File: src/sv/sss_hypothesis_correlator_macros.svh
// Assertion macros shared by the SSS hypothesis correlator RTL.
`ifndef SSS_HYPOTHESIS_CORRELATOR_MACROS_SVH
`define SSS_HYPOTHESIS_CORRELATOR_MACROS_SVH

// Same-cycle implication, checked outside reset.
`define SHC_ASSERT_IMP(label, clk, rst_n, ante, cons) \
  label: assert property (@(posedge clk) disable iff (!rst_n) (ante) |-> (cons)) \
    else $error("SSS correlator same-cycle check failed");

// Next-cycle implication, checked outside reset.
`define SHC_ASSERT_NEXT(label, clk, rst_n, ante, cons) \
  label: assert property (@(posedge clk) disable iff (!rst_n) (ante) |=> (cons)) \
    else $error("SSS correlator next-cycle check failed");

`endif

File: src/sv/shc_pkg.sv
// Shared types, constants and phase tables of the SSS hypothesis correlator.
package shc_pkg;

  localparam int SampleW = 16;
  localparam int MetricW = 24;
  localparam int ScoreW  = 28;
  localparam int CellW   = 9;
  localparam int PhaseW  = 3;
  localparam int GroupW  = 8;
  localparam int InDataW = 112;
  localparam int OutDataW = 64;

  localparam logic [PhaseW-1:0] ROW_LAST = 3'd6;
  localparam logic signed [ScoreW-1:0] START_SCORE = -28'sd99999999;
  localparam logic [CellW-1:0] GROUP_SIZE = 9'd168;

  // Control fields that travel beside the lane data.
  typedef struct packed {
    logic              valid;
    logic              start;
    logic              last;
    logic [PhaseW-1:0] phase;
    logic [GroupW-1:0] group;
  } shc_ctrl_t;

  // Cosine row of the Q15 phase table.
  function automatic logic signed [SampleW-1:0] rot_cos(input logic [PhaseW-1:0] ph);
    logic signed [SampleW-1:0] v;
    unique case (ph)
      3'd0:    v = 16'sd16383;
      3'd1:    v = 16'sd25101;
      3'd2:    v = 16'sd30791;
      3'd3:    v = 16'sd32767;
      3'd4:    v = 16'sd30791;
      3'd5:    v = 16'sd25101;
      default: v = 16'sd16383;
    endcase
    return v;
  endfunction

  // Sine row of the Q15 phase table.
  function automatic logic signed [SampleW-1:0] rot_sin(input logic [PhaseW-1:0] ph);
    logic signed [SampleW-1:0] v;
    unique case (ph)
      3'd0:    v = -16'sd28378;
      3'd1:    v = -16'sd21063;
      3'd2:    v = -16'sd11208;
      3'd3:    v = 16'sd0;
      3'd4:    v = 16'sd11207;
      3'd5:    v = 16'sd21062;
      default: v = 16'sd28377;
    endcase
    return v;
  endfunction

endpackage

File: src/sv/shc_lane.sv
// One correlation lane: phase rotation of a sample and product with its reference value.
module shc_lane import shc_pkg::*; (
  input  logic                      clk,
  input  logic                      en,
  input  logic signed [SampleW-1:0] samp_re,
  input  logic signed [SampleW-1:0] samp_im,
  input  logic signed [SampleW-1:0] ref_val,
  input  logic [PhaseW-1:0]         phase,
  output logic signed [SampleW-1:0] term
);

  logic signed [2*SampleW-1:0] prod_c_r, prod_s_r;
  logic [SampleW-1:0]          ref_r;
  logic [SampleW-1:0]          term_r;
  logic [SampleW-1:0]          rot_w;
  logic [2*SampleW-1:0]        mul_w;

  // First stage: the two rotation products.
  always_ff @(posedge clk) begin
    if (en) begin
      prod_c_r <= rot_cos(phase) * samp_re;
      prod_s_r <= rot_sin(phase) * samp_im;
      ref_r    <= ref_val;
    end
  end

  // Floor shift by 15 of each product and their difference; only the low 16 bits
  // reach the truncated reference product.
  assign rot_w = prod_c_r[SampleW+14:15] - prod_s_r[SampleW+14:15];
  assign mul_w = (2*SampleW)'(rot_w) * (2*SampleW)'(ref_r);

  // Second stage: reference product cut to 16 bits.
  always_ff @(posedge clk) begin
    if (en) begin
      term_r <= mul_w[SampleW-1:0];
    end
  end

  assign term = $signed(term_r);

endmodule

File: src/sv/shc_merge.sv
// Merge stage: running metric, best hypothesis tracking and result register.
`include "sss_hypothesis_correlator_macros.svh"
module shc_merge import shc_pkg::*; (
  input  logic                      clk,
  input  logic                      rst_n,
  input  logic                      en,
  input  shc_ctrl_t                 ctrl,
  input  logic signed [SampleW-1:0] term0,
  input  logic signed [SampleW-1:0] term1,
  input  logic                      id_group,
  input  logic                      out_ready,
  output logic                      out_valid,
  output logic [MetricW-1:0]        metric,
  output logic [ScoreW-1:0]         score,
  output logic [CellW-1:0]          cell_id,
  output logic [PhaseW-1:0]         rotation,
  output logic                      improved,
  output logic                      hold
);

  logic [MetricW-1:0]       running_r, running_nxt;
  logic signed [ScoreW-1:0] best_r, best_nxt;
  logic [CellW-1:0]         best_id_r, best_id_nxt;
  logic [PhaseW-1:0]        best_ph_r, best_ph_nxt;
  logic                     out_valid_r, out_valid_nxt;
  logic [MetricW-1:0]       metric_r;
  logic [ScoreW-1:0]        score_r;
  logic [CellW-1:0]         cell_r;
  logic [PhaseW-1:0]        rotation_r;
  logic                     improved_r;

  logic [MetricW-1:0]       base_w, acc_w;
  logic signed [ScoreW-1:0] best_eff_w, metric_ext_w;
  logic                     better_w, take_w;
  logic [CellW-1:0]         cell_id_w;

  // A finishing element waits while the result register is still full.
  assign hold   = ctrl.valid && ctrl.last && out_valid_r && !out_ready;
  assign take_w = en && ctrl.valid;

  // Accumulate both lane terms; a search start clears the metric and resets the best score to its start value.
  always_comb begin
    base_w       = ctrl.start ? '0 : running_r;
    acc_w        = base_w + {{(MetricW-SampleW){term0[SampleW-1]}}, term0}
                          + {{(MetricW-SampleW){term1[SampleW-1]}}, term1};
    best_eff_w   = ctrl.start ? START_SCORE : best_r;
    metric_ext_w = $signed({{(ScoreW-MetricW){acc_w[MetricW-1]}}, acc_w});
    better_w     = metric_ext_w > best_eff_w;
    cell_id_w    = (id_group ? GROUP_SIZE : '0) + CellW'(ctrl.group);
  end

  // Next state of the tracking registers and the result valid flag.
  always_comb begin
    running_nxt   = running_r;
    best_nxt      = best_r;
    best_id_nxt   = best_id_r;
    best_ph_nxt   = best_ph_r;
    out_valid_nxt = out_valid_r && !out_ready;
    if (take_w) begin
      best_nxt    = best_eff_w;
      running_nxt = acc_w;
      if (ctrl.last) begin
        running_nxt   = '0;
        out_valid_nxt = 1'b1;
        if (better_w) begin
          best_nxt    = metric_ext_w;
          best_id_nxt = cell_id_w;
          best_ph_nxt = ctrl.phase;
        end
      end
    end
  end

  // Control and tracking state.
  always_ff @(posedge clk) begin
    if (!rst_n) begin
      running_r   <= '0;
      best_r      <= START_SCORE;
      best_id_r   <= '0;
      best_ph_r   <= '0;
      out_valid_r <= 1'b0;
    end else begin
      running_r   <= running_nxt;
      best_r      <= best_nxt;
      best_id_r   <= best_id_nxt;
      best_ph_r   <= best_ph_nxt;
      out_valid_r <= out_valid_nxt;
    end
  end

  // Result payload, loaded when a hypothesis finishes.
  always_ff @(posedge clk) begin
    if (take_w && ctrl.last) begin
      metric_r   <= acc_w;
      score_r    <= best_nxt;
      cell_r     <= best_id_nxt;
      rotation_r <= best_ph_nxt;
      improved_r <= better_w;
    end
  end

  assign out_valid = out_valid_r;
  assign metric    = metric_r;
  assign score     = score_r;
  assign cell_id   = cell_r;
  assign rotation  = rotation_r;
  assign improved  = improved_r;

  `SHC_ASSERT_IMP(a_improved_copies_metric, clk, rst_n, out_valid_r && improved_r, $signed(score_r) == $signed({{(ScoreW-MetricW){metric_r[MetricW-1]}}, metric_r}))
  `SHC_ASSERT_IMP(a_best_not_below_metric, clk, rst_n, out_valid_r, $signed(score_r) >= $signed({{(ScoreW-MetricW){metric_r[MetricW-1]}}, metric_r}))
  `SHC_ASSERT_NEXT(a_start_resets_best, clk, rst_n, take_w && ctrl.start && !ctrl.last, best_r == START_SCORE && running_r == $past(acc_w))
  `SHC_ASSERT_NEXT(a_finish_gives_result, clk, rst_n, take_w && ctrl.last, out_valid_r && running_r == '0)

endmodule

File: src/sv/sss_hypothesis_correlator.sv
// Top level of the SSS hypothesis correlator: two correlation lanes and the merge stage.
//
// Channel  Direction  Contents
// in_      slave      one element: two samples, two reference values, phase, group
// out_     master     one result per finished hypothesis: metric and best so far
// cfg_     write      identity group register
//
// One element is taken per cycle unless the pipeline stalls; it passes both lane stages
// before its result is registered. Each lane is a two-stage pipeline (rotation products,
// then reference product); the merge stage adds both lane terms into the running metric.
// Reset is synchronous and active low; it clears the metric, the best score to its
// start value, the pipeline valid flags and the result valid flag.
// The pipeline stalls only while an element that finishes a hypothesis reaches the
// merge stage and the previous result has not yet been taken.
module sss_hypothesis_correlator import shc_pkg::*; (
  input  logic                clk,
  input  logic                rst_n,
  // first_re, first_im, second_re, second_im, ref_first, ref_second,
  // phase_index, group_number, zero fill
  input  logic [InDataW-1:0]  in_tdata,
  input  logic                in_tuser,   // new_search
  input  logic                in_tlast,   // hyp_last
  input  logic                in_tvalid,
  output logic                in_tready,
  // hyp_metric, best_score, best_cell, best_rotation
  output logic [OutDataW-1:0] out_tdata,
  output logic                out_tuser,  // improved
  output logic                out_tvalid,
  input  logic                out_tready,
  input  logic                cfg_wr_en,
  input  logic                cfg_wr_data
);

  shc_ctrl_t                 s1_ctrl_r, s2_ctrl_r, in_ctrl_w;
  logic                      id_group_r;
  logic                      adv_w, hold_w;
  logic [PhaseW-1:0]         phase_w;
  logic signed [SampleW-1:0] term0_w, term1_w;
  logic [MetricW-1:0]        metric_w;
  logic [ScoreW-1:0]         score_w;
  logic [CellW-1:0]          cell_w;
  logic [PhaseW-1:0]         rotation_w;

  assign adv_w     = !hold_w;
  assign in_tready = adv_w;

  // Phase index seven uses the last table row.
  assign phase_w = (in_tdata[98:96] > ROW_LAST) ? ROW_LAST : in_tdata[98:96];

  always_comb begin
    in_ctrl_w.valid = in_tvalid && in_tready;
    in_ctrl_w.start = in_tuser;
    in_ctrl_w.last  = in_tlast;
    in_ctrl_w.phase = phase_w;
    in_ctrl_w.group = in_tdata[106:99];
  end

  // Identity group register.
  always_ff @(posedge clk) begin
    if (!rst_n) begin
      id_group_r <= 1'b0;
    end else if (cfg_wr_en) begin
      id_group_r <= cfg_wr_data;
    end
  end

  // Control fields follow the lane pipeline stage by stage.
  always_ff @(posedge clk) begin
    if (!rst_n) begin
      s1_ctrl_r <= '0;
      s2_ctrl_r <= '0;
    end else if (adv_w) begin
      s1_ctrl_r <= in_ctrl_w;
      s2_ctrl_r <= s1_ctrl_r;
    end
  end

  // Lane for the first SSS symbol.
  shc_lane u_lane0 (
    .clk     (clk),
    .en      (adv_w),
    .samp_re ($signed(in_tdata[15:0])),
    .samp_im ($signed(in_tdata[31:16])),
    .ref_val ($signed(in_tdata[79:64])),
    .phase   (phase_w),
    .term    (term0_w)
  );

  // Lane for the second SSS symbol.
  shc_lane u_lane1 (
    .clk     (clk),
    .en      (adv_w),
    .samp_re ($signed(in_tdata[47:32])),
    .samp_im ($signed(in_tdata[63:48])),
    .ref_val ($signed(in_tdata[95:80])),
    .phase   (phase_w),
    .term    (term1_w)
  );

  shc_merge u_merge (
    .clk       (clk),
    .rst_n     (rst_n),
    .en        (adv_w),
    .ctrl      (s2_ctrl_r),
    .term0     (term0_w),
    .term1     (term1_w),
    .id_group  (id_group_r),
    .out_ready (out_tready),
    .out_valid (out_tvalid),
    .metric    (metric_w),
    .score     (score_w),
    .cell_id   (cell_w),
    .rotation  (rotation_w),
    .improved  (out_tuser),
    .hold      (hold_w)
  );

  assign out_tdata = {rotation_w, cell_w, score_w, metric_w};

endmodule

File: config.mk
export PLATFORM = sky130hd
export DESIGN_NAME = sss_hypothesis_correlator
export DESIGN_NICKNAME = d
export VERILOG_FILES = /design/src/sv/shc_pkg.sv /design/src/sv/shc_lane.sv /design/src/sv/shc_merge.sv /design/src/sv/sss_hypothesis_correlator.sv
export VERILOG_INCLUDE_DIRS = /design/src /design/src/sv
export SDC_FILE = /design/constraint.sdc
export NUM_CORES = 2
export LEC_CHECK = 0
export BUFFER_PORTS_ARGS = -buffer_cell sky130_fd_sc_hd__buf_2
export CORE_MARGIN = 1
export CORE_UTILIZATION = 55
export DETAILED_ROUTE_END_ITERATION = 10
export HOLD_SLACK_MARGIN = 0.1
export PLACE_DENSITY = 0.71
export SLEW_MARGIN = 5
export SYNTH_ARGS = -nofsm -noshare
export SYNTH_HDL_FRONTEND = slang
export SYNTH_SLANG_ARGS = --single-unit
File: constraint.sdc
create_clock -name clk -period 11.62 [get_ports clk]
set_clock_uncertainty 0.15 [all_clocks]
set_input_delay 1.162 -clock clk [delete_from_list [all_inputs] [get_ports clk]]
set_output_delay 1.162 -clock clk [all_outputs]
set_load 0.02 [all_outputs]
== Word level (Yosys, flattened, before mapping) ==
Cells that the tools add are included.

* Flip-flop bits (word level): 347
* Bits of input ports: 120
* Output and inout port bits: 67
* Logic and storage cells: 79

* Mux-type cells: 20
* $mul: 6
* Magnitude comparators: 2
* Eq/ne operators: 5
* Reduce and logical (&&, ||, !) cells: 12
* Add/sub/neg operators: 5

{| class="wikitable"
|+ Operator list
! cell !! number
|-
| 16-bit by 16-bit multiplier with 31-bit output || 4
|-
| 28-bit 2-to-1 mux || 4
|-
| 16-bit one-hot mux with 6 select lines || 1
|-
| 24-bit adder || 2
|-
| 24-bit 2-to-1 mux || 2
|-
| 15-bit one-hot mux with 3 select lines || 1
|-
| 16-bit by 16-bit multiplier with 16-bit output || 2
|-
| 16-bit 2-to-1 mux || 2
|-
| 16-bit subtractor || 2
|-
| 24-bit by 28-bit greater-than comparator with 1-bit output || 1
|-
| 9-bit 2-to-1 mux || 3
|-
| 3-bit 2-to-1 mux || 4
|-
| 9-bit by 8-bit adder with 9-bit output || 1
|-
| 8-bit 2-to-1 mux || 1
|-
| 1-bit logical AND || 7
|-
| 3-bit by 2-bit equality test with 1-bit output, second input constant || 2
|-
| 3-bit equality test, second input constant || 2
|-
| 2-bit OR reduction || 2
|-
| 3-bit by 1-bit equality test with 1-bit output, second input constant || 1
|-
| 3-bit greater-than comparator, second input constant || 1
|-
| 3-bit logical NOT || 1
|-
| 1-bit logical NOT || 2
|-
| 1-bit 2-to-1 mux || 2
|}

== Logic depth before layout (Yosys ltp) ==
* Depth after elaboration: 7
* Mapped depth: 33
* Mapped depth without buffers: 33

== Modules after synthesis ==
A second synthesis with hierarchy kept.

* Cell total of the unflattened synthesis: 5440
* Area, all modules: 53382.4 um^2

{| class="wikitable"
|+ Modules (own cells, without submodules)
! module !! cells an instance !! instances !! area each (um^2) !! seq. area each (um^2)
|-
| shc_lane (u_lane1) || 2292 || 1 || 22268.9 || 1921.8
|-
| shc_lane (u_lane0) || 2265 || 1 || 22193.8 || 1921.8
|-
| shc_merge || 786 || 1 || 7805.0 || 3253.1
|-
| sss_hypothesis_correlator || 97 || 1 || 1114.8 || 580.6
|}

== Worst setup path before layout ==
Ideal clock, no wire load.

* Path kind: flip-flop to flip-flop
* Start: reg u_lane1.prod_c_r[15]
* End: reg u_lane1.term_r[15], in the netlist u_lane1.term[15] (data pin)
* Path buffers: 0
* Stages on the path, launching flop included: 34
* Setup time: 0.258 ns
* Slack: 2.806 ns
* Arrival time: 8.407 ns
* Clock period less this slack: 8.814 ns
* Path through: edfxtp_1 > inv_1 > ha_1 > inv_1 > fa_1 > a211oi_1 > nor2_1 > o41a_1 > a41o_1 > o21ba_2 > xor2_1 > nand2_1 > fa_1 > inv_1 > fa_1 > inv_1 > fa_1 > inv_1 > fa_1 > inv_1 > fa_1 > inv_1 > fa_1 > xnor2_1 > xnor2_1 > xnor2_1 > xnor3_1 > xnor3_1 > xnor3_1 > xor3_1 > xnor3_1 > xnor3_1 > xor2_1 > xnor2_1

* Cells in the longest elaborated chain, start to end: 2

{| class="wikitable"
|+ Ends and longest elaborated chain
! element !! line !! source
|-
| start: declaration || shc_lane.sv:12 || <nowiki>logic signed [2*SampleW-1:0] prod_c_r, prod_s_r;</nowiki>
|-
| start signal: assignment || shc_lane.sv:21 || <nowiki>prod_c_r <= rot_cos(phase) * samp_re;</nowiki>
|-
| 16-bit subtractor || shc_lane.sv:29 || <nowiki>assign rot_w = prod_c_r[SampleW+14:15] - prod_s_r[SampleW+14:15];</nowiki>
|-
| 16-bit by 16-bit multiplier with 16-bit output || shc_lane.sv:30 || <nowiki>assign mul_w = (2*SampleW)'(rot_w) * (2*SampleW)'(ref_r);</nowiki>
|-
| net u_lane1.mul_w[15] || shc_lane.sv:16 || <nowiki>logic [2*SampleW-1:0] mul_w;</nowiki>
|-
| end signal: assignment || shc_lane.sv:35 || <nowiki>term_r <= mul_w[SampleW-1:0];</nowiki>
|-
| end: declaration || shc_lane.sv:14 || <nowiki>logic [SampleW-1:0] term_r;</nowiki>
|}

The timed path passes the listed nets, and every way through them passes these cells.
A chain may end at the register's enable or synchronous reset.

== Final worst setup path ==
Same ends and word-level chain as after synthesis.

==> results.sh <==
export IMPL_syn_nets=7123
export IMPL_clock_sinks=287
export IMPL_hp_class="flop to flop"
export IMPL_clock_latency_ns=0.56
export IMPL_fin_crit_ns=9.67
export IMPL_clockRootBuffer="clkbuf_16"
export IMPL_stdcell_area_um2=55800
export IMPL_cap_violations=0
export IMPL_cp_end_kind="flop"
export IMPL_setup_violations=0
export IMPL_io_buffers=181
export IMPL_yosysSeqAreaShare=0.147
export IMPL_critPathSlowestCell="fa_1"
export IMPL_dieArea_um2=96200
export IMPL_cts_buffers=36
export IMPL_dr_pass1_iters=5
export IMPL_nets=7240
export IMPL_cts_htree_levels=2
export IMPL_cts_setup_buffers=0
export IMPL_final_hold_viol_count=0
export IMPL_async_reset_ff_frac=0
export IMPL_holdBufCountCts=0
export IMPL_track_usage=0.264
export IMPL_synth_cell_types=70
export IMPL_initial_core_util=0.557
export IMPL_ys_top_cells_by_area="fa_1 38%, ha_1 15%, edfxtp_1 11%, inv_1 10%, nand2_1 3.9%"
export IMPL_viasPerCell=5.25
export IMPL_cp_slowest_stage_delay_ns=0.55
export IMPL_postPlaceCellArea_um2=54500
export IMPL_ios=187
export IMPL_layout_setup_ws_ns=1.95
export IMPL_outcome="complete, no violations"
export IMPL_dp_hpwl_mm=103
export IMPL_crit_arrival_ns=9.83
export IMPL_postSynthAreaPerCell_um2=9.70
export IMPL_clk_pin_slew_worst_paths_ns=0.06
export IMPL_die_w_um=310
export IMPL_synthCells=5388
export IMPL_cp_required_ns=11.77
export IMPL_ant_nets=0
export IMPL_place_congestion=0.947
export IMPL_worst_pin_slew_ns=1.16
export IMPL_synthFlopType="edfxtp_1"
export IMPL_path_max_fanout=4
export IMPL_drive_above_1_share=0.0600
export IMPL_cts_tree="built"
export IMPL_yosysMostFrequentCell="inv_1"
export IMPL_fin_crit_sh=0.833
export IMPL_drt_total_wl_mm=120
export IMPL_synth_common_cells="1424 x inv_1, 1000 x fa_1, 615 x ha_1"
export IMPL_hold_depth=2
export IMPL_grt_pass1_vias=38300
export IMPL_ctsResizeCount=0
export IMPL_rows=112
export IMPL_syn_to_final_growth_pct=6.80
export IMPL_wl_per_cell_um=17.7
export IMPL_core_area_um2=93700
export IMPL_fillers=8106
export IMPL_yosys_area_top_type="fa_1"
export IMPL_fmax_mhz=103
export IMPL_slew_headroom=0.213
export IMPL_dr_total_vias=35700
export IMPL_fin_setup_tns_ns=0
export IMPL_ys_warn_count=0
export IMPL_clk_path_buf_depth=3
export IMPL_grt_pass1_wl_mm=198
export IMPL_critical_path_class="flop to flop"
export IMPL_grt_setup_unrepaired="no"
export IMPL_cp_start_kind="flop"
export IMPL_ys_ff_latch=287
export IMPL_post_synth_top_area_fraction=0.383
export IMPL_fp_dieH_um=310
export IMPL_pre_cts_slack_ns=1.70
export IMPL_drc=0
export IMPL_synth_area_um2=52300
export IMPL_synth_edff_count=193
export IMPL_r2r_cells=33
export IMPL_drt_iter0_markers=1985
export IMPL_slew_viol_final=0
export IMPL_antenna_found_initial=12
export IMPL_grt_start_max_net_pins=68
export IMPL_overflow=0
-- registers in the layout, summed over array words and instances (netlist names) --
| signal | cells |
|---|---|
| u_merge.out_valid | 1 |
| u_lane0.prod_c_r | 16 |
| u_lane1.prod_c_r | 16 |
| u_merge.best_id_r | 9 |
| u_merge.best_r | 28 |
| u_merge.score | 28 |
| s2_ctrl_r | 14 |
| u_lane0.ref_r | 16 |
| u_merge.rotation | 3 |
| u_lane0.term | 16 |
| u_lane1.prod_s_r | 16 |
| u_merge.running_r | 24 |
| u_lane0.prod_s_r | 16 |
| s1_ctrl_r | 14 |
| u_merge.cell_id | 9 |
| u_merge.best_ph_r | 3 |
| u_merge.metric | 24 |
| u_lane1.term | 16 |
| u_merge.improved | 1 |
| id_group_r | 1 |
| u_lane1.ref_r | 16 |
-- cell families after synthesis --
logic type / after synthesis / synth area share
AO/OA/AOI/OAI: 456 / 0.0561
AND/OR/NAND/NOR: 1235 / 0.112
buffers and inverters: 1565 / 0.113
flip-flops: 287 / 0.147
XOR/XNOR: 219 / 0.0392
adder cells (fa/ha/maj): 1615 / 0.530
multiplexers: 11 / 0.00232
-- through the flow --
step	hold slack, ns	std cells	utilization
after floorplan	0.277	5388	-
after global placement	0.286	6721	0.582
after detailed placement	0.292	6721	0.582
after CTS	0.300	6787	0.595
after global routing	0.314	6793	0.595
final	0.299	6794	0.595
-- placed cells by master (no fill, tap or decap), drive strengths merged, types with 14 or more instances in the layout --
| cell | n |
|---|---|
| and2 | 213 |
| nand4 | 14 |
| inv | 1430 |
| xnor2 | 156 |
| dfxtp | 94 |
| o21bai | 22 |
| nor3 | 52 |
| a21oi | 160 |
| nand2 | 543 |
| fa | 1000 |
| o21ai | 62 |
| buf | 218 |
| a21o | 73 |
| or2 | 18 |
| clkbuf | 40 |
| xor2 | 54 |
| o21a | 23 |
| nand2b | 52 |
| nand3 | 50 |
| ha | 615 |
| edfxtp | 193 |
| clkinv | 15 |
| a22oi | 18 |
| nor2 | 164 |
| nor2b | 83 |
-- final timing paths --
kind	startpoint	to	slack (ns)
max	u_lane1.prod_c_r[15]$_DFFE_PN_	u_lane1.term[15]$_DFFE_PN_	1.95
min	u_merge.running_r[2]$_SDFFE_PN0P_	u_merge.running_r[2]$_SDFFE_PN0P_	0.30
max reg2reg	u_lane1.prod_c_r[15]$_DFFE_PN_	u_lane1.term[15]$_DFFE_PN_	1.95
min reg2reg	u_merge.running_r[2]$_SDFFE_PN0P_	u_merge.running_r[2]$_SDFFE_PN0P_	0.30
-- per-layer routing --
metal	vias up	GRT usage	part of all wire	routed length, um
met3	214	0.0332	0.057	6840
met1	17900	0.344	0.41	49700
met2	964	0.461	0.50	59800
li1	16600	-	-	-
met5	-	0	0.00037	45
met4	8	0.0739	0.030	3590
-- worst max-delay path: cells and delay by family, from the launching register on --
kind                       cells  cell delay, ns
AOI/OAI and AO/OA              4            1.22
xor gates and xnor gates      12            3.46
adders and majority gates      8            3.55
buffers and inverters          7            0.38
DFF                            1            0.37
and+or+nand+nor                2            0.29
-- cell type report --
type	instances	area, um2	share of cell area
multi-input cells	3536	38700	0.694
repair buffers	218	1180	0.0212
diodes	7	17.5	0.000314
clock inverters	26	313	0.00561
inverters	1426	5360	0.0960
clock buffers	40	946	0.0169
flip-flops and latches	287	7680	0.138
well taps	1254	1570	0.0281
Power is left out: the tool's default activity adds up to more than one toggle a clock period on the data nets, which glitch-free logic cannot reach.
